`src/hw/rtl/ttsc_pkg.sv`:
```
// ----------------------------------------------------------------------------
// ttsc_pkg: text to segment column frame, shared types and font
// Types, constants and the seven-segment font used by the lanes and merge.
// ----------------------------------------------------------------------------
package ttsc_pkg;

	localparam int LANES = 8;

	typedef logic [6:0] char_t;
	typedef logic [7:0] glyph_t;
	typedef logic [2:0] seg_t;
	typedef logic [3:0] addr_t;

	localparam glyph_t ERR_GLYPH      = 8'h92;
	localparam glyph_t DP_FORCED      = 8'h8F;
	localparam glyph_t DP_RESET       = 8'h08;
	localparam glyph_t DIGIT_EN_RESET = 8'hFF;
	localparam seg_t   SEG_LAST       = 3'd7;

	function automatic glyph_t font_lookup(input char_t code);
		glyph_t g;
		case (code)
			7'd32:   g = 8'h00;
			7'd45:   g = 8'h02;
			7'd48:   g = 8'hFC;
			7'd49:   g = 8'h60;
			7'd50:   g = 8'hDA;
			7'd51:   g = 8'hF2;
			7'd52:   g = 8'h66;
			7'd53:   g = 8'hB6;
			7'd54:   g = 8'hBE;
			7'd55:   g = 8'hE0;
			7'd56:   g = 8'hFE;
			7'd57:   g = 8'hE6;
			7'd61:   g = 8'h12;
			7'd65:   g = 8'hEE;
			7'd66:   g = 8'h3E;
			7'd67:   g = 8'h9C;
			7'd68:   g = 8'h7A;
			7'd69:   g = 8'h9E;
			7'd70:   g = 8'h8E;
			7'd72:   g = 8'h6E;
			7'd73:   g = 8'h0C;
			7'd76:   g = 8'h1C;
			7'd78:   g = 8'h2A;
			7'd79:   g = 8'hFC;
			7'd80:   g = 8'hCE;
			7'd82:   g = 8'h0A;
			7'd83:   g = 8'hB6;
			7'd84:   g = 8'h1E;
			7'd85:   g = 8'h7C;
			7'd89:   g = 8'h76;
			7'd94:   g = 8'hC6;
			7'd95:   g = 8'h10;
			7'd97:   g = 8'hEE;
			7'd98:   g = 8'h3E;
			7'd99:   g = 8'h1A;
			7'd100:  g = 8'h7A;
			7'd101:  g = 8'h9E;
			7'd102:  g = 8'h8E;
			7'd104:  g = 8'h2E;
			7'd105:  g = 8'h0C;
			7'd108:  g = 8'h1C;
			7'd110:  g = 8'h2A;
			7'd111:  g = 8'h3A;
			7'd112:  g = 8'hCE;
			7'd114:  g = 8'h0A;
			7'd115:  g = 8'hB6;
			7'd116:  g = 8'h1E;
			7'd117:  g = 8'h38;
			7'd121:  g = 8'h76;
			default: g = ERR_GLYPH;
		endcase
		return g;
	endfunction

endpackage

```
`src/hw/rtl/ttsc_merge.sv`:
```
// ----------------------------------------------------------------------------
// ttsc_merge: column merge and register write sequencer
// Transposes lane glyphs to segment columns, sent one a cycle unless stalled.
// ----------------------------------------------------------------------------
module ttsc_merge (
	input  logic              clk,
	input  logic              arst_n,
	input  logic              valid_s1,
	input  ttsc_pkg::glyph_t  glyph_s1 [ttsc_pkg::LANES],
	input  ttsc_pkg::glyph_t  dp_s1,
	output logic              frame_load,
	output logic              out_valid,
	input  logic              out_stall,
	output ttsc_pkg::addr_t   reg_address,
	output ttsc_pkg::glyph_t  reg_data,
	output logic              last
);
	import ttsc_pkg::*;

	glyph_t col      [LANES];
	glyph_t frame_q  [LANES];
	seg_t   seg_q;
	logic   busy_q;
	logic   out_xfer;

	assign out_xfer   = busy_q && !out_stall;
	assign frame_load = valid_s1 && (!busy_q || (out_xfer && seg_q == SEG_LAST));

	always_comb begin
		for (int s = 0; s < LANES; s++) begin
			for (int d = 0; d < LANES; d++) begin
				col[s][d] = glyph_s1[d][LANES - 1 - s];
			end
		end
		col[LANES - 1] = col[LANES - 1] | dp_s1;
	end

	always_ff @(posedge clk or negedge arst_n) begin
		if (!arst_n) begin
			busy_q <= 1'b0;
			seg_q  <= '0;
		end else if (frame_load) begin
			busy_q <= 1'b1;
			seg_q  <= '0;
		end else if (out_xfer) begin
			if (seg_q == SEG_LAST) begin
				busy_q <= 1'b0;
			end
			seg_q <= seg_q + seg_t'(1);
		end
	end

	// shift the frame down one column per transfer
	always_ff @(posedge clk) begin
		if (frame_load) begin
			frame_q <= col;
		end else if (out_xfer) begin
			for (int i = 0; i < LANES - 1; i++) begin
				frame_q[i] <= frame_q[i + 1];
			end
		end
	end

	assign out_valid   = busy_q;
	assign reg_address = {1'b0, seg_q} + addr_t'(1);
	assign reg_data    = frame_q[0];
	assign last        = (seg_q == SEG_LAST);

endmodule

```
`config.mk`:
```
export PLATFORM = sky130hd
export DESIGN_NAME = ttsc_merge
export DESIGN_NICKNAME = d
export VERILOG_FILES = /design/src/hw/rtl/ttsc_pkg.sv /design/src/hw/rtl/ttsc_merge.sv
export SDC_FILE = /design/constraint.sdc
export NUM_CORES = 1
export LEC_CHECK = 0
export BUFFER_PORTS_ARGS = -buffer_cell sky130_fd_sc_hd__clkbuf_2
export CORE_MARGIN = 2
export CORE_UTILIZATION = 52
export CTS_CLUSTER_DIAMETER = 80
export DETAILED_ROUTE_END_ITERATION = 6
export PLACE_DENSITY = 0.8
export SETUP_SLACK_MARGIN = 0.02
export SKIP_LAST_GASP = 1
export SLEW_MARGIN = 0
export SYNTH_ARGS = -nofsm -noshare
export SYNTH_HDL_FRONTEND = slang
export SYNTH_SLANG_ARGS = --single-unit
```
`constraint.sdc`:
```
create_clock -name clk -period 5.2 [get_ports clk]
set_input_delay 1.04 -clock clk [delete_from_list [all_inputs] [get_ports clk]]
set_output_delay 1.04 -clock clk [all_outputs]
set_load 0.02 [all_outputs]
```
### Word-level counts from Yosys, hierarchy flattened

Cells that the tools add are included.

| cells by class | value |
|---|---|
| equality and inequality tests | 1 |
| multiplexer cells | 7 |
| bitwise gates (word level) | 1 |
| $add $sub $neg | 2 |
| reductions and logical operators | 9 |

Operator list:

| kind | number |
|---|---|
| 2-to-1 mux 56 bit | 2 |
| bitwise OR 8 bit | 1 |
| 2-to-1 mux 3 bit | 2 |
| adder 3 x 1 -> 4 bit, second input constant | 1 |
| nonzero test 2 bit | 2 |
| adder 3 x 1 -> 3 bit, second input constant | 1 |
| == test 3 bit, second input constant | 1 |
| logical AND 1 bit | 3 |
| 2-to-1 mux 1 bit | 3 |
| logical NOT 1 bit | 2 |
| AND reduction 2 bit | 1 |
| logical OR 1 bit | 1 |

| word-level totals | value |
|---|---|
| logic and storage cells | 30 |
| bits in registers | 68 |
| output and inout port bits | 15 |

### Depth between registers and ports, before layout

| depth | value |
|---|---|
| depth after elaboration | 7 |
| mapped depth | 7 |
| mapped depth without buffers | 5 |

### Worst setup path before layout

Ideal clock, no wire load.

| timing | value |
|---|---|
| path kind | input -> register |
| start | input port valid_s1 |
| end | register frame_q[10] (netlist bit) (enable) |
| slack | 0.859 ns |
| setup time | 0.488 ns |
| stages | 2 |
| path buffers | 0 |
| data required time | 4.712 ns |
| arrival | 3.853 ns |
| path through | nor2_1 > a21oi_1 |

| between the ends | value |
|---|---|
| word-level cells in the longest chain between the ends | 2 |

RTL lines:

| element | RTL line | source |
|---|---|---|
| from (decl) | ttsc_merge.sv:8 | `input logic valid_s1,` |
| logical AND 1 bit | ttsc_merge.sv:27 | `assign frame_load = valid_s1 && (!busy_q \|\| (out_xfer && seg_q == SEG_LAST));` |
| nonzero test 2 bit (no line) | n/a |  |
| to (signal assigned) | ttsc_merge.sv:56 | `frame_q <= col;` |
| to (signal, indexed assignment) | ttsc_merge.sv:59 | `frame_q[i] <= frame_q[i + 1];` |
| to (decl) | ttsc_merge.sv:21 | `glyph_t frame_q [LANES];` |

No other way between the ends.
A chain may end at the register's enable or synchronous reset.

### Worst setup path after layout

| timing | value |
|---|---|
| start | input port out_stall |
| end | output port frame_load |

| between the ends | value |
|---|---|
| word-level cells in the longest chain between the ends | 5 |

RTL lines:

| element | RTL line | source |
|---|---|---|
| from (decl) | ttsc_merge.sv:13 | `input logic out_stall,` |
| logical NOT 1 bit | ttsc_merge.sv:26 | `assign out_xfer = busy_q && !out_stall;` |
| logical AND 1 bit | ttsc_merge.sv:26 |  |
| logical AND 1 bit | ttsc_merge.sv:27 |  |
| logical OR 1 bit | ttsc_merge.sv:27 |  |
| logical AND 1 bit | ttsc_merge.sv:27 |  |
| to (decl) | ttsc_merge.sv:11 | `output logic frame_load,` |

No other way between the ends.

==> results.md <==
* Layout cells sized above 1 at 65.4%
* Die Ht at 81.6 um
* Status: complete, no violations
* Max-Cap Viols at 0
* # port buffers at 90
* CTS Buffer Depth at 2
* Final hold violation count at 0
* Clock share of power at between 20% and 30%
* Hpwl dp at approximately 3.1 mm
* NetSw at 0.330 mW
* RSZ-0062 raised after global routing: false
* Ys Warns at 0
* Commonest non-fill, non-tap cell in the layout: clkbuf_2
* Min Tclk post-route at 2.96 ns
* Worst Hold Class: primary input to asynchronous set/reset pin
* CP bufs+invs at 3
* GRT Overall Usage at 14.7%
* Setup CP Type: primary input to output port
* Ports at 91
* Most used cell, CP: clkbuf_2
* Wire length per cell at 13.6 um
* Setup TNS at 0 ns
* CTS tree: done
* Reg-to-reg startpoint: seg_q[0]
* Drt first pass iters at 4
* Commonest non-fill, non-tap cells in the layout: clkbuf_2 (90), edfxtp_1 (64), mux2_4 (29)
* R2R Setup Slk at 2.64 ns
* Die area at 6660 um^2
* Max stage delay on crit path at 0.25 ns
* Clk sinks at slightly below 70
* Syn Area/Cell at 18.5 um^2
* Cells on worst reg2reg path at 6
* First-pass GRT wire length at 7.18 mm
* Synth unique cells at 19
* Vias at 1668
* Register area share after synthesis at 64.6%
* Core footprint at 5890 um^2
* H-tree depth at 3
* Routed wire length at 4.61 mm
* Number of global-route vias before repair at around 1700
* Maximum vdd drop at 204 uV
* Peak Freq at around 0.34 GHz
* Syn Nets at 247
* Synth Cell Area at 3130 um^2
* Hold_buf cts at 0
* Vias per cell at 4.93
* Placed cell areas at about 3600 um^2
* Post-cts repair resize count at 0
* Row cnt at 28
* Largest net degree at the start of global routing at 57
* CTS Buf Count at 9
* Layout area overhead at 18.5%
* FF+latch count, synth at 68
* Hold WS at 0.517 ns
* Crit path DAT at 1.92 ns
* Initial Util at 53.2%
* N_diodes at 0
* Fin nets at 336
* Leakage Power at around 1.7 nW
* # setup viols final at 0
* Gr ovfl total at 0
* Critical-path cell list: clkbuf_2 -> nor2b_4 -> o21ai_4 -> inv_1 -> clkbuf_2
* Rel. slew slack at 41.9%
* Max FO, Critical Path at 9
* Layout Skew at 0.0106 ns
* Utilization after layout at a little over three fifths
* Reg-to-reg endpoint: frame_q[19]
* Pwr dens at ~360 nW/um^2
* Period utilisation layout at 56.9%
* Critical-path cell with the highest stage delay: inv_1
* Post-route DRC at 0
* Antenna Nets Post-Route at 0
* Final Max Tran Viols at 0
* Routability congestion estimate at 0.887
* Clock slew at reported path FFs at 0.07 ns
* Post-CTS Setup Inserts at 0
* Initial drt markers at between 70 and 80
* Switching share of power at 24.4%
* Crit-path leading delay family: buffers and inverters
* CP Data Required Time at 4.16 ns
* Slew @ Worst Pin at about 0.87 ns
* Initial antenna violation count at 0
* Die X-Extent at 81.6 um
* Critical path startpoint category: primary input
* Share of total power in sequential cells at 53.8%
* CP Capture Type: output port
* Skew-Pair Late Insertion Delay at 0.32 ns
* Logic pwr share at 20.5%
* Design Area, Final at around 3700 um^2
* Gate Count Post-Synth at 169
* Pint at 1.02 mW
* CTS Root Cell: clkbuf_8
[registers in the layout (all words and copies together) (netlist names)]
name	flops
reg_data	8
out_valid	1
seg_q	3
frame_q	56
[cells in the mapped netlist (all sizes together)]
cell type | instances | area [um^2]
a211o | 3 | 26.3
ha | 2 | 25.0
mux2 | 56 | 739
edfxtp | 64 | 1920
and3 | 4 | 25.0
o21ai | 1 | 16.3
a21oi | 1 | 5.00
nor2b | 1 | 13.8
dfrtp | 4 | 100
or2 | 8 | 50.1
nand2b | 2 | 12.5
buf | 14 | 146
nor2 | 1 | 3.75
inv | 5 | 18.8
a2111oi | 3 | 26.3
[metal layers]
metal  global-route usage, %  part of all wire [%]  up-vias
li1                        -                     -      817
met1                    16.5                    41      776
met2                    23.7                    48       69
met3                    7.14                    11        6
met4                    6.83                   1.0        0
met5                       0                     0        -
[power by group through the flow]
| stage | logic, mW | clock network [mW] | registers, mW |
|---|---|---|---|
| after floorplan | 0.227 | 0 | 0.736 |
| after global placement | 0.273 | 0 | 0.736 |
| after detailed placement | 0.280 | 0 | 0.740 |
| after CTS | 0.281 | 0.360 | 0.728 |
| after global routing | 0.302 | 0.382 | 0.737 |
| final | 0.278 | 0.346 | 0.727 |
[worst reg2reg max path: cells and delay by family (launching register included)]
kind	cells	cell delay, ns
AOI/OAI and AO/OA	1	0.12
muxes	1	0.48
buffers and inverters	1	0.67
adders and majority gates	2	0.46
DFF	1	0.43
and+or+nand+nor	1	0.16
[layout make-up]
class | instances | area, um^2
Sequential cell | 68 | 2020
Fill cell | 461 | 2180
Tap cell | 75 | 93.8
Clock inverter | 3 | 15.0
Clock buffer | 13 | 139
Multi-Input combinational cell | 82 | 955
Timing Repair Buffer | 92 | 465
Inverter | 5 | 18.8
[through the flow]
step                      power (mW)  instances  setup WS (ns)
after global placement          1.01        322           2.28
after floorplan                0.962        169          0.859
after CTS                       1.37        338           2.24
after global routing            1.42        338           2.11
final                           1.35        338           2.24
after detailed placement        1.02        322           2.24
[worst max-delay path by stage]
stage                    from           to  slack, ns  cells after the start
floorplan            valid_s1  frame_q[10]       0.86                      2
global placement    out_stall   frame_load       2.28                      5
detailed placement  out_stall   frame_load       2.24                      5
CTS                 out_stall   frame_load       2.24                      5
global route         seg_q[0]   frame_load       2.11                      6
finish              out_stall   frame_load       2.24                      5
[cell families after synthesis]
| family | Yosys count | share of synthesized area [%] |
|---|---|---|
| multiplexers | 56 | 23.6 |
| AND/OR/NAND/NOR | 16 | 3.36 |
| AO/OA/AOI/OAI | 8 | 2.36 |
| adder cells (fa/ha/maj) | 2 | 0.799 |
| buffers and inverters | 19 | 5.28 |
| flip-flops | 68 | 64.6 |
No activity file was read; power rests on OpenSTA's default activity.
