--- src/hw/rtl/ttsc_pkg.sv ---
// ----------------------------------------------------------------------------
// ttsc_pkg: text to segment column frame, shared types and font
// Types, constants and the seven-segment font used by the lanes and merge.
// ----------------------------------------------------------------------------
package ttsc_pkg;

	localparam int LANES = 8;

	typedef logic [6:0] char_t;
	typedef logic [7:0] glyph_t;
	typedef logic [2:0] seg_t;
	typedef logic [3:0] addr_t;

	localparam glyph_t ERR_GLYPH      = 8'h92;
	localparam glyph_t DP_FORCED      = 8'h8F;
	localparam glyph_t DP_RESET       = 8'h08;
	localparam glyph_t DIGIT_EN_RESET = 8'hFF;
	localparam seg_t   SEG_LAST       = 3'd7;

	function automatic glyph_t font_lookup(input char_t code);
		glyph_t g;
		case (code)
			7'd32:   g = 8'h00;
			7'd45:   g = 8'h02;
			7'd48:   g = 8'hFC;
			7'd49:   g = 8'h60;
			7'd50:   g = 8'hDA;
			7'd51:   g = 8'hF2;
			7'd52:   g = 8'h66;
			7'd53:   g = 8'hB6;
			7'd54:   g = 8'hBE;
			7'd55:   g = 8'hE0;
			7'd56:   g = 8'hFE;
			7'd57:   g = 8'hE6;
			7'd61:   g = 8'h12;
			7'd65:   g = 8'hEE;
			7'd66:   g = 8'h3E;
			7'd67:   g = 8'h9C;
			7'd68:   g = 8'h7A;
			7'd69:   g = 8'h9E;
			7'd70:   g = 8'h8E;
			7'd72:   g = 8'h6E;
			7'd73:   g = 8'h0C;
			7'd76:   g = 8'h1C;
			7'd78:   g = 8'h2A;
			7'd79:   g = 8'hFC;
			7'd80:   g = 8'hCE;
			7'd82:   g = 8'h0A;
			7'd83:   g = 8'hB6;
			7'd84:   g = 8'h1E;
			7'd85:   g = 8'h7C;
			7'd89:   g = 8'h76;
			7'd94:   g = 8'hC6;
			7'd95:   g = 8'h10;
			7'd97:   g = 8'hEE;
			7'd98:   g = 8'h3E;
			7'd99:   g = 8'h1A;
			7'd100:  g = 8'h7A;
			7'd101:  g = 8'h9E;
			7'd102:  g = 8'h8E;
			7'd104:  g = 8'h2E;
			7'd105:  g = 8'h0C;
			7'd108:  g = 8'h1C;
			7'd110:  g = 8'h2A;
			7'd111:  g = 8'h3A;
			7'd112:  g = 8'hCE;
			7'd114:  g = 8'h0A;
			7'd115:  g = 8'hB6;
			7'd116:  g = 8'h1E;
			7'd117:  g = 8'h38;
			7'd121:  g = 8'h76;
			default: g = ERR_GLYPH;
		endcase
		return g;
	endfunction

endpackage

--- src/hw/rtl/ttsc_lane.sv ---
// ----------------------------------------------------------------------------
// ttsc_lane: one digit lane
// Looks up one character in the font and blanks it when its digit is off.
// ----------------------------------------------------------------------------
module ttsc_lane (
	input  logic           clk,
	input  logic           load,
	input  ttsc_pkg::char_t code,
	input  logic           enable,
	output ttsc_pkg::glyph_t glyph_s1
);
	import ttsc_pkg::*;

	always_ff @(posedge clk) begin
		if (load) begin
			glyph_s1 <= font_lookup(code) & {$bits(glyph_t){enable}};
		end
	end

endmodule

--- config.mk ---
export PLATFORM = sky130hd
export DESIGN_NAME = ttsc_lane
export DESIGN_NICKNAME = d
export VERILOG_FILES = /design/src/hw/rtl/ttsc_pkg.sv /design/src/hw/rtl/ttsc_lane.sv
export SDC_FILE = /design/constraint.sdc
export NUM_CORES = 1
export LEC_CHECK = 0
export BUFFER_PORTS_ARGS = -buffer_cell sky130_fd_sc_hd__buf_4
export CAP_MARGIN = 20
export CORE_UTILIZATION = 35
export CTS_CLUSTER_DIAMETER = 80
export DETAILED_ROUTE_END_ITERATION = 16
export GPL_ROUTABILITY_DRIVEN = 0
export PLACE_DENSITY = 0.53
export SYNTH_ARGS = -nofsm -noshare
export SYNTH_HDL_FRONTEND = slang
export SYNTH_SLANG_ARGS = --single-unit
export TNS_END_PERCENT = 100
--- constraint.sdc ---
create_clock -name clk -period 2.5 [get_ports clk]
set_input_delay 0 -clock clk [delete_from_list [all_inputs] [get_ports clk]]
set_output_delay 0 -clock clk [all_outputs]
set_load 0.02 [all_outputs]
After elaboration in Yosys (flattened, before gate mapping)
Memory sizes are Yosys's and may differ from the RTL's.
Cells that the tools add are included.
W data, S select, Z words.

cells by class
  muxes and demuxes = 1
  bitwise logic cells = 1

operators by type and width
  kind           number
  $and A8 B8 Y8  1
  $mux W8        1

storage, ports and cells
  flip-flop bits (word level) = 8
  ROM bits = 896
  bits of input ports = 10
  output and inout bits = 8
  word-level logic and storage cells = 4
  memories kept = 1

memory list
  name              words  width  read ports  clocked after memory_dff  wr ports  line            text
  (name not given)  128    7      1           0                         0         ttsc_pkg.sv:22  case (code)

Depth between registers and ports, before layout
Gate-level depths: netlist of the first run.
An unclocked memory read counts as a cell.

  depth in word-level cells = 3
  depth in mapped cells = 7
  gate-level depth less buffers = 6

Worst setup path before layout of the first run
OpenSTA, ideal clock, no wires.

  path type = input-to-reg
  from = input code[1]
  to = register glyph_s1[1] (data pin)
  library setup time = 273 ps
  data arrival time = 1164 ps
  required time = 2227 ps
  path slack = 1062 ps
  stages = 7
  path buffers = 1
  cell sequence = inv_1 -> ha_1 -> clkbuf_1 -> mux2i_1 -> o21a_1 -> a2111oi_0 -> a211oi_1

on the way
  cells in the longest elaborated chain, start to end = 3

RTL lines
  what                    line             text
  start: declaration      ttsc_lane.sv:8   input ttsc_pkg::char_t code,
  $mem_v2 Z128 W7         --
  $mux W8                 ttsc_lane.sv:15  if (load) begin
  $and A8 B8 Y8           ttsc_lane.sv:16  glyph_s1 <= font_lookup(code) & {$bits(glyph_t){enable}};
  end signal: assignment  ttsc_lane.sv:16
  end: declaration        ttsc_lane.sv:10  output ttsc_pkg::glyph_t glyph_s1

No other way between the ends. The select of a mux whose other input is x is not followed.
A chain may end at the register's enable or synchronous reset.

Worst setup path after layout of the first run
  from = input code[1]
  to = register glyph_s1[2] (data pin)

Same word-level chain as after synthesis.

==> impl_metrics.env, run 1 <==
export IMPL_status="finished, final reports clean"
export IMPL_cts_buffers=3
export IMPL_avgViaCountPerCell=5.73
export IMPL_pin_count=18
export IMPL_total_leakage_power_nw=0.493
export IMPL_synth_cell_types=53
export IMPL_wl_per_cell_um=15.4
export IMPL_grt_setup_unrepaired="false"
export IMPL_required_ps=2470
export IMPL_rows=20
export IMPL_tightest_slew_ps=475
export IMPL_synthTopCellsByCount="11 x nor2_1, 8 x ha_1, 8 x nand2_1, 7 x edfxtp_1, 7 x nor2b_1"
export IMPL_antennaDiodeCount=0
export IMPL_netlist_instances=145
export IMPL_regMostFlops="glyph_s1"
export IMPL_regArea_um2=210
export IMPL_drt_iter0_drc=49
export IMPL_cp_end_kind="flop"
export IMPL_drv_cap=0
export IMPL_totalWireLength_mm=3.00
export IMPL_ant_nets=0
export IMPL_grt_pass1_wl_mm=4.91
export IMPL_critPathLaunchType="input port"
export IMPL_path_class="input port to flop"
export IMPL_synth_area_um2=1200
export IMPL_cts_resized_gates=0
export IMPL_synth_edf_count=7
export IMPL_irDropWorstVdd_v=0.0000838
export IMPL_n_fill_cell=340
export IMPL_hold_buffers=0
export IMPL_cpPeakStageDelay_ps=470
export IMPL_vias=1112
export IMPL_clkTransAtPathRegs_ps=50
export IMPL_maxSlewViolCount=0
export IMPL_period_needed_ps=1620
export IMPL_switchingPower_w=0.000153
export IMPL_area_delta_synth_final_pct=7.95
export IMPL_largest_reg_flops=7
export IMPL_fin_tns_setup_ps=0
export IMPL_clock_sinks=7
export IMPL_die_x_um=60.5
export IMPL_p_clk_share_pct=22.4
export IMPL_yosysTopAreaCellShare_pct=17.6
export IMPL_post_cts_buffers=0
export IMPL_max_freq_mhz=616
export IMPL_antenna_found_initial=0
export IMPL_crit_buf_inv=3
export IMPL_io_buffers=16
export IMPL_p_total_w=0.000432
export IMPL_crit_family="multiplexers"
export IMPL_hp_class="input port to flop"
export IMPL_num_nets_final=169
export IMPL_grt_usage_pct=17.8
export IMPL_setup_viol_count_final=0
export IMPL_reg_top3="glyph_s1: 7 flops"
export IMPL_die_y_um=60.5
export IMPL_ys_warn_count=0
export IMPL_cp_depth=7
export IMPL_period_share_pct=64.9
export IMPL_synth_area_leaders="edfxtp_1 18%, ha_1 8.4%, mux2i_1 4.2%"
export IMPL_yosysMostFrequentCell="nor2_1"
export IMPL_crit_slowest_cell="mux4_2"
export IMPL_crit_top_cell="inv_1"
export IMPL_synth_top_area_cell="edfxtp_1"
export IMPL_ys_seq_area_share_pct=17.6
export IMPL_synth_seq_cells=7
export IMPL_cp_startpoint="code[1]"
export IMPL_die_area_um2=3660
export IMPL_drc_errors=0
export IMPL_combPwrFrac_pct=44.2
export IMPL_core_area_um2=3150
export IMPL_htreeDepth=1
export IMPL_initial_utilization_pct=37.9
export IMPL_root_buffer="clkbuf_4"
export IMPL_path_cells="buf_4, inv_1, ha_1, inv_1, mux4_2, o211ai_1, nand3_1"
export IMPL_max_slew_margin_pct=67.5
export IMPL_drive_gt1_share_pct=18.0
export IMPL_dp_hpwl_mm=2.14
export IMPL_grt_max_degree=37
export IMPL_cts_buffer_depth=2
export IMPL_synthFlopType="edfxtp_1"
export IMPL_power_density_nw_per_um2=334
export IMPL_hold_violations=0
export IMPL_grt_pass1_vias=1002
export IMPL_async_reset_ff_share_pct=0
export IMPL_swShare_pct=35.5
export IMPL_seqPwrFrac_pct=33.4
export IMPL_internal_power_w=0.000279
export IMPL_cp_arrival_ps=1590
export IMPL_multi_input_comb_area_um2=853
export IMPL_gr_total_overflow=0
export IMPL_synth_fp_nets=163
export IMPL_crit_end="glyph_s1[2]$_DFFE_PP_"
export IMPL_cts_tree="built"
export IMPL_firstDrtPassIters=4
export IMPL_crit_fanout=12
export IMPL_synth_avg_cell_area_um2=8.25
## layout make-up
class	instances	share of cell area (%)
clock buffers	4	2.03
multi-input cells	116	66.1
inverters	7	2.03
well taps	44	4.26
repair buffers	16	9.30
flip-flops and latches	7	16.3
## metal layers
metal | global-route usage [%] | routed length (um) | vias up | share of wire [%]
li1 | - | - | 552 | -
met1 | 24.7 | 1420 | 515 | 47
met2 | 29.0 | 1390 | 39 | 46
met3 | 1.28 | 154 | 6 | 5.1
met4 | 6.49 | 34 | 0 | 1.1
met5 | 0 | 0 | - | 0
## power by group through the flow
stage | Combinational (W) | Clock [W] | Sequential (W)
floorplan | 0.000126 | 0 | 0.000161
global placement | 0.000190 | 0 | 0.000147
detailed placement | 0.000188 | 0 | 0.000147
CTS | 0.000189 | 0.000103 | 0.000144
global route | 0.000208 | 0.000106 | 0.000146
finish | 0.000191 | 0.0000968 | 0.000144
## kinds of logic after synthesis
logic type	synth area share (%)
simple gates	23.7
compound gates	28.8
buf+inv	11.1
fa+ha+maj	8.37
mux	7.95
flops	17.6
xor+xnor	2.20
other cells	0.314
## cells in the final DEF, fill, tap and decap left out, types with 3 or more instances in the layout
| cell | count |
|---|---|
| a2111oi_0 | 3 |
| a211oi_1 | 4 |
| a21oi_1 | 3 |
| and2_1 | 3 |
| buf_4 | 16 |
| clkbuf_4 | 3 |
| edfxtp_1 | 7 |
| ha_1 | 8 |
| inv_1 | 6 |
| mux2i_1 | 5 |
| nand2_1 | 8 |
| nand2b_1 | 4 |
| nand3_1 | 5 |
| nor2_1 | 11 |
| nor2b_1 | 7 |
| nor3_1 | 4 |
| o211ai_1 | 4 |
| o21ai_0 | 5 |
| o31ai_1 | 3 |
## worst min path at each step
stage                     startpoint                     to  slack, ps  cells after the start
after floorplan                 load  glyph_s1[1]$_DFFE_PP_        110                      0
after global placement          load  glyph_s1[3]$_DFFE_PP_        270                      1
after detailed placement        load  glyph_s1[3]$_DFFE_PP_        280                      1
after CTS                       load  glyph_s1[4]$_DFFE_PP_         20                      1
after global routing            load  glyph_s1[3]$_DFFE_PP_         20                      1
final                           load  glyph_s1[4]$_DFFE_PP_         20                      1
## through the flow
stage          std cells  utilization (%)  area, um^2  hold WS (ps)  setup slack, ps
2_1_floorplan        145                -        1200           112             1060
3_3_place_gp         190             40.1        1260           274              660
3_5_place_dp         190             40.1        1260           277              673
4_1_cts              194             41.0        1290          17.0              929
5_1_grt              194             41.0        1290          21.4              779
6_report             194             41.0        1290          23.3              877
No activity file was read; power rests on OpenSTA's default activity.
==> run 2: changes to the inputs <==
- PLACE_DENSITY: 0.53 -> 0.55
- clock period: 2.5 -> 1.4 ns (I/O delays scaled with it)
==> impl_metrics.env, run 2 (synthesis results as in run 1) <==
export IMPL_period_share_pct=96.5
export IMPL_worst_slack_ps=49.5
export IMPL_core_area_um2=3150
export IMPL_cts_buffers=3
export IMPL_path_class="input port to flop"
export IMPL_num_nets_final=194
export IMPL_crit_fanout=11
export IMPL_regArea_um2=210
export IMPL_layout_common_cells="40 x buf_4, 11 x nor2_1, 8 x nand2_1"
export IMPL_vias=1245
export IMPL_clock_sinks=7
export IMPL_hp_class="input port to flop"
export IMPL_totalWireLength_mm=3.30
export IMPL_ant_nets=0
export IMPL_cts_buffer_depth=2
export IMPL_power_density_nw_per_um2=558
export IMPL_crit_slowest_cell="mux4_2"
export IMPL_die_x_um=60.5
export IMPL_status="finished, final reports clean"
export IMPL_avgViaCountPerCell=5.68
export IMPL_final_common_cell="buf_4"
export IMPL_hold_buffers=0
export IMPL_largest_reg_flops=7
export IMPL_clkTransAtPathRegs_ps=50
export IMPL_grt_max_degree=20
export IMPL_area_delta_synth_final_pct=27.9
export IMPL_grt_setup_unrepaired="false"
export IMPL_critPathLaunchType="input port"
export IMPL_htreeDepth=1
export IMPL_placed_area_um2=1470
export IMPL_drv_cap=0
export IMPL_antenna_found_initial=0
export IMPL_rows=20
export IMPL_cts_tree="built"
export IMPL_initial_utilization_pct=37.9
export IMPL_total_leakage_power_nw=0.626
export IMPL_min_delay_start="load"
export IMPL_setup_viol_count_final=0
export IMPL_hold_violations=0
export IMPL_grt_pass1_vias=1128
export IMPL_required_ps=1370
export IMPL_crit_family="multiplexers"
export IMPL_drive_gt1_share_pct=31.4
export IMPL_dp_slack_ps=-216
export IMPL_max_freq_mhz=740
export IMPL_post_cts_buffers=0
export IMPL_drc_errors=0
export IMPL_path_cells="buf_4, buf_4, ha_1, mux4_2, o211ai_1, nand3_1"
export IMPL_cpPeakStageDelay_ps=490
export IMPL_fin_tns_setup_ps=0
export IMPL_irDropWorstVdd_v=0.000178
export IMPL_maxSlewViolCount=0
export IMPL_cp_end_kind="flop"
export IMPL_drt_iter0_drc=69
export IMPL_cp_arrival_ps=1320
export IMPL_crit_buf_inv=2
export IMPL_grt_pass1_wl_mm=5.40
export IMPL_die_area_um2=3660
export IMPL_reg_top3="glyph_s1: 7 flops"
export IMPL_gr_total_overflow=0
export IMPL_dp_hpwl_mm=2.43
export IMPL_crit_top_cell="buf_4"
export IMPL_wl_per_cell_um=15.1
export IMPL_io_buffers=16
export IMPL_pin_count=18
export IMPL_holdPathEnd="glyph_s1[7]$_DFFE_PP_"
export IMPL_die_y_um=60.5
export IMPL_grt_usage_pct=19.6
export IMPL_final_area_um2=1530
export IMPL_n_fill_cell=317
export IMPL_firstDrtPassIters=4
export IMPL_fin_util_pct=48.5
export IMPL_root_buffer="clkbuf_4"
export IMPL_antennaDiodeCount=0
export IMPL_whs_path_depth=1
export IMPL_multi_input_comb_area_um2=892
export IMPL_regMostFlops="glyph_s1"
export IMPL_period_needed_ps=1350
## run 2: how the worst max path moves through the flow
stage / from / to / slack [ps] / cells past startpoint
6_report: code[1] / glyph_s1[2]$_DFFE_PP_ / 50 / 6
4_1_cts: code[1] / glyph_s1[6]$_DFFE_PP_ / 40 / 7
3_5_place_dp: code[1] / glyph_s1[6]$_DFFE_PP_ / -220 / 7
3_3_place_gp: code[1] / glyph_s1[6]$_DFFE_PP_ / -200 / 7
2_1_floorplan: code[1] / glyph_s1[2]$_DFFE_PP_ / -30 / 6
5_1_grt: code[1] / glyph_s1[6]$_DFFE_PP_ / 6 / 8
## run 2: cell type report
| type | count | area share, % |
|---|---|---|
| clock buffer | 4 | 1.72 |
| inverter | 7 | 1.72 |
| multi-input combinational | 116 | 58.3 |
| sequential | 7 | 13.7 |
| tap | 44 | 3.60 |
| timing repair buffer | 41 | 20.9 |
## run 2: stage by stage
stage,power [W],hold WS [ps],cells
detailed placement,0.000659,268,215
finish,0.000854,16.1,219
global placement,0.000658,273,215
floorplan,0.000513,112,145
global route,0.000902,22.0,219
CTS,0.000840,8.24,219
## run 2: metal layers
metal  vias up  part of all wire (%)  global-route usage, %  wire length (um)
met4         0                   1.6                   6.49                53
met2        65                    48                   33.0              1570
met5         -                     0                      0                 0
li1        606                     -                      -                 -
met1       568                    44                   26.9              1470
met3         6                   6.2                   1.07               205
## run 2: repair_timing
action | in CTS | in global routing
hold endpoints to repair | 0 | 0
resized for setup | 0 | 8
endpoints found under the setup margin | 0 | 4
## run 2: power by group
group | switching (W) | total [W] | internal (W)
Clock | 0.0000668 | 0.000175 | 0.000108
Combinational | 0.000226 | 0.000421 | 0.000195
Sequential | 0.00000408 | 0.000257 | 0.000253
Total | 0.000297 | 0.000854 | 0.000556
==> run 3: changes to the inputs <==
--- a/config.mk
+++ b/config.mk
@@ -8,9 +8,10 @@
 export BUFFER_PORTS_ARGS = -buffer_cell sky130_fd_sc_hd__buf_4
 export CAP_MARGIN = 20
-export CORE_UTILIZATION = 35
+export CORE_UTILIZATION = 51
 export CTS_CLUSTER_DIAMETER = 80
 export DETAILED_ROUTE_END_ITERATION = 16
 export GPL_ROUTABILITY_DRIVEN = 0
-export PLACE_DENSITY = 0.55
+export PLACE_DENSITY = 0.75
+export SLEW_MARGIN = 20
 export SYNTH_ARGS = -nofsm -noshare
 export SYNTH_HDL_FRONTEND = slang
==> constraint.sdc (replaced) <==
create_clock -name clk -period 1.4 [get_ports clk]
set_input_delay 0 -clock clk [delete_from_list [all_inputs] [get_ports clk]]
set_output_delay 0 -clock clk [all_outputs]
set_load 0.01 [all_outputs]
==> impl_metrics.env, run 3 (synthesis results as in run 1) <==
export IMPL_core_area_um2=2210
export IMPL_layout_common_cells="39 x buf_4, 11 x nor2_1, 8 x nand2_1, 8 x ha_1"
export IMPL_period_needed_ps=1330
export IMPL_status="finished, final reports clean"
export IMPL_required_ps=1400
export IMPL_drive_gt1_share_pct=29.5
export IMPL_grt_max_degree=21
export IMPL_post_cts_buffers=0
export IMPL_total_leakage_power_nw=0.607
export IMPL_final_common_cell="buf_4"
export IMPL_gr_total_overflow=0
export IMPL_largest_reg_flops=7
export IMPL_hp_class="input port to flop"
export IMPL_holdPathEnd="glyph_s1[4]$_DFFE_PP_"
export IMPL_top_layer="met4"
export IMPL_clkTransAtPathRegs_ps=50
export IMPL_grt_pass1_vias=1175
export IMPL_totalWireLength_mm=3.10
export IMPL_cts_buffers=3
export IMPL_rows=17
export IMPL_irDropWorstVdd_v=0.000345
export IMPL_area_delta_synth_final_pct=21.3
export IMPL_maxSlewViolCount=0
export IMPL_cp_arrival_ps=1330
export IMPL_firstDrtPassIters=4
export IMPL_hold_violations=0
export IMPL_grt_setup_unrepaired="false"
export IMPL_max_freq_mhz=751
export IMPL_placed_area_um2=1420
export IMPL_regMostFlops="glyph_s1"
export IMPL_die_area_um2=2540
export IMPL_grt_usage_pct=26.5
export IMPL_min_delay_start="load"
export IMPL_multi_input_comb_area_um2=861
export IMPL_avgViaCountPerCell=6.29
export IMPL_root_buffer="clkbuf_4"
export IMPL_critPathLaunchType="input port"
export IMPL_die_y_um=50.4
export IMPL_holdWs_ps=17.7
export IMPL_wl_met3_um=187
export IMPL_power_density_nw_per_um2=561
export IMPL_die_x_um=50.4
export IMPL_ant_nets=0
export IMPL_num_nets_final=192
export IMPL_initial_utilization_pct=54.1
export IMPL_grt_pass1_wl_mm=5.22
export IMPL_pin_count=18
export IMPL_path_class="input port to flop"
export IMPL_drc_errors=0
export IMPL_clock_sinks=7
export IMPL_setup_viol_count_final=0
export IMPL_period_share_pct=95.1
export IMPL_reg_top3="glyph_s1: 7 flops"
export IMPL_p_total_w=0.000815
export IMPL_io_buffers=16
export IMPL_cp_end_kind="flop"
export IMPL_final_area_um2=1450
export IMPL_antennaDiodeCount=0
export IMPL_antenna_found_initial=0
export IMPL_crit_fanout=7
export IMPL_regArea_um2=210
export IMPL_drv_cap=0
export IMPL_wl_met2_mm=1.55
export IMPL_wl_met1_mm=1.33
export IMPL_whs_path_depth=1
export IMPL_cts_tree="built"
export IMPL_wl_per_cell_um=15.4
export IMPL_drt_iter0_drc=56
export IMPL_dp_hpwl_mm=2.37
export IMPL_cts_buffer_depth=2
export IMPL_vias=1265
export IMPL_htreeDepth=1
export IMPL_n_fill_cell=191
[run 3: changes by cell type in the layout (fill, tap and decap cells not counted)]
| cell | delta |
|---|---|
| o311ai_1 | -1 |
| nor3b_1 | +1 |
| buf_12 | -1 |
| a2111oi_0 | +1 |
| ha_4 | -1 |
| a2111oi_1 | -1 |
| o311ai_0 | +1 |
| ha_1 | +1 |
| a2111oi_2 | +1 |
| nor3b_2 | -1 |
| a2111oi_4 | -1 |
| buf_4 | -1 |
[run 3: critical path, cell delays in order]
cell and delay (ps):
buf_4 110, inv_1 100, ha_1 280, nor3b_1 420, a211oi_1 100, o311a_1 310
[run 3: per-layer routing]
| metal | vias up | GRT usage [%] |
|---|---|---|
| met5 | - | 0 |
| met4 | 0 | 10.6 |
| met3 | 4 | 1.21 |
| met2 | 65 | 47.1 |
| met1 | 594 | 33.3 |
| li1 | 602 | - |
[run 3: how the worst max path moves through the flow]
| stage | start | endpoint | cells after the start | slack [ps] |
|---|---|---|---|---|
| 2_1_floorplan | code[1] | glyph_s1[2]$_DFFE_PP_ | 6 | -30 |
| 3_3_place_gp | code[1] | glyph_s1[6]$_DFFE_PP_ | 7 | -170 |
| 4_1_cts | code[1] | glyph_s1[6]$_DFFE_PP_ | 7 | 70 |
| 5_1_grt | code[1] | glyph_s1[4]$_DFFE_PP_ | 6 | 6 |
| 6_report | code[1] | glyph_s1[4]$_DFFE_PP_ | 6 | 70 |
| 3_5_place_dp | code[1] | glyph_s1[6]$_DFFE_PP_ | 7 | -190 |
[run 3: timing repair]
item	CTS	global route
hold buffers	0	0
gates resized for setup	0	3
setup endpoints to repair	0	2
[run 3: power by group]
part / internal (W) / switching, W / total [W]
sequential: 0.000253 / 0.00000470 / 0.000258
combinational: 0.000178 / 0.000200 / 0.000378
clock: 0.000109 / 0.0000701 / 0.000179
total: 0.000540 / 0.000275 / 0.000815
[run 3: area by class of cell]
type                            count  area share (%)
Tap cell                           28            2.41
Clock buffer                        4            1.81
Inverter                            7            1.81
Timing Repair Buffer               39            20.2
Multi-Input combinational cell    116            59.3
Sequential cell                     7            14.5
[run 3: per-stage QoR]
step                      instances  worst slack [ps]  setup TNS [ps]  util (%)
after global routing            201              6.15               0      65.6
after CTS                       201              68.6               0      65.3
after detailed placement        197              -193            -943      64.1
after global placement          197              -166            -804      64.1
final                           201              68.3               0      65.6
after floorplan                 145             -33.7           -36.4         -
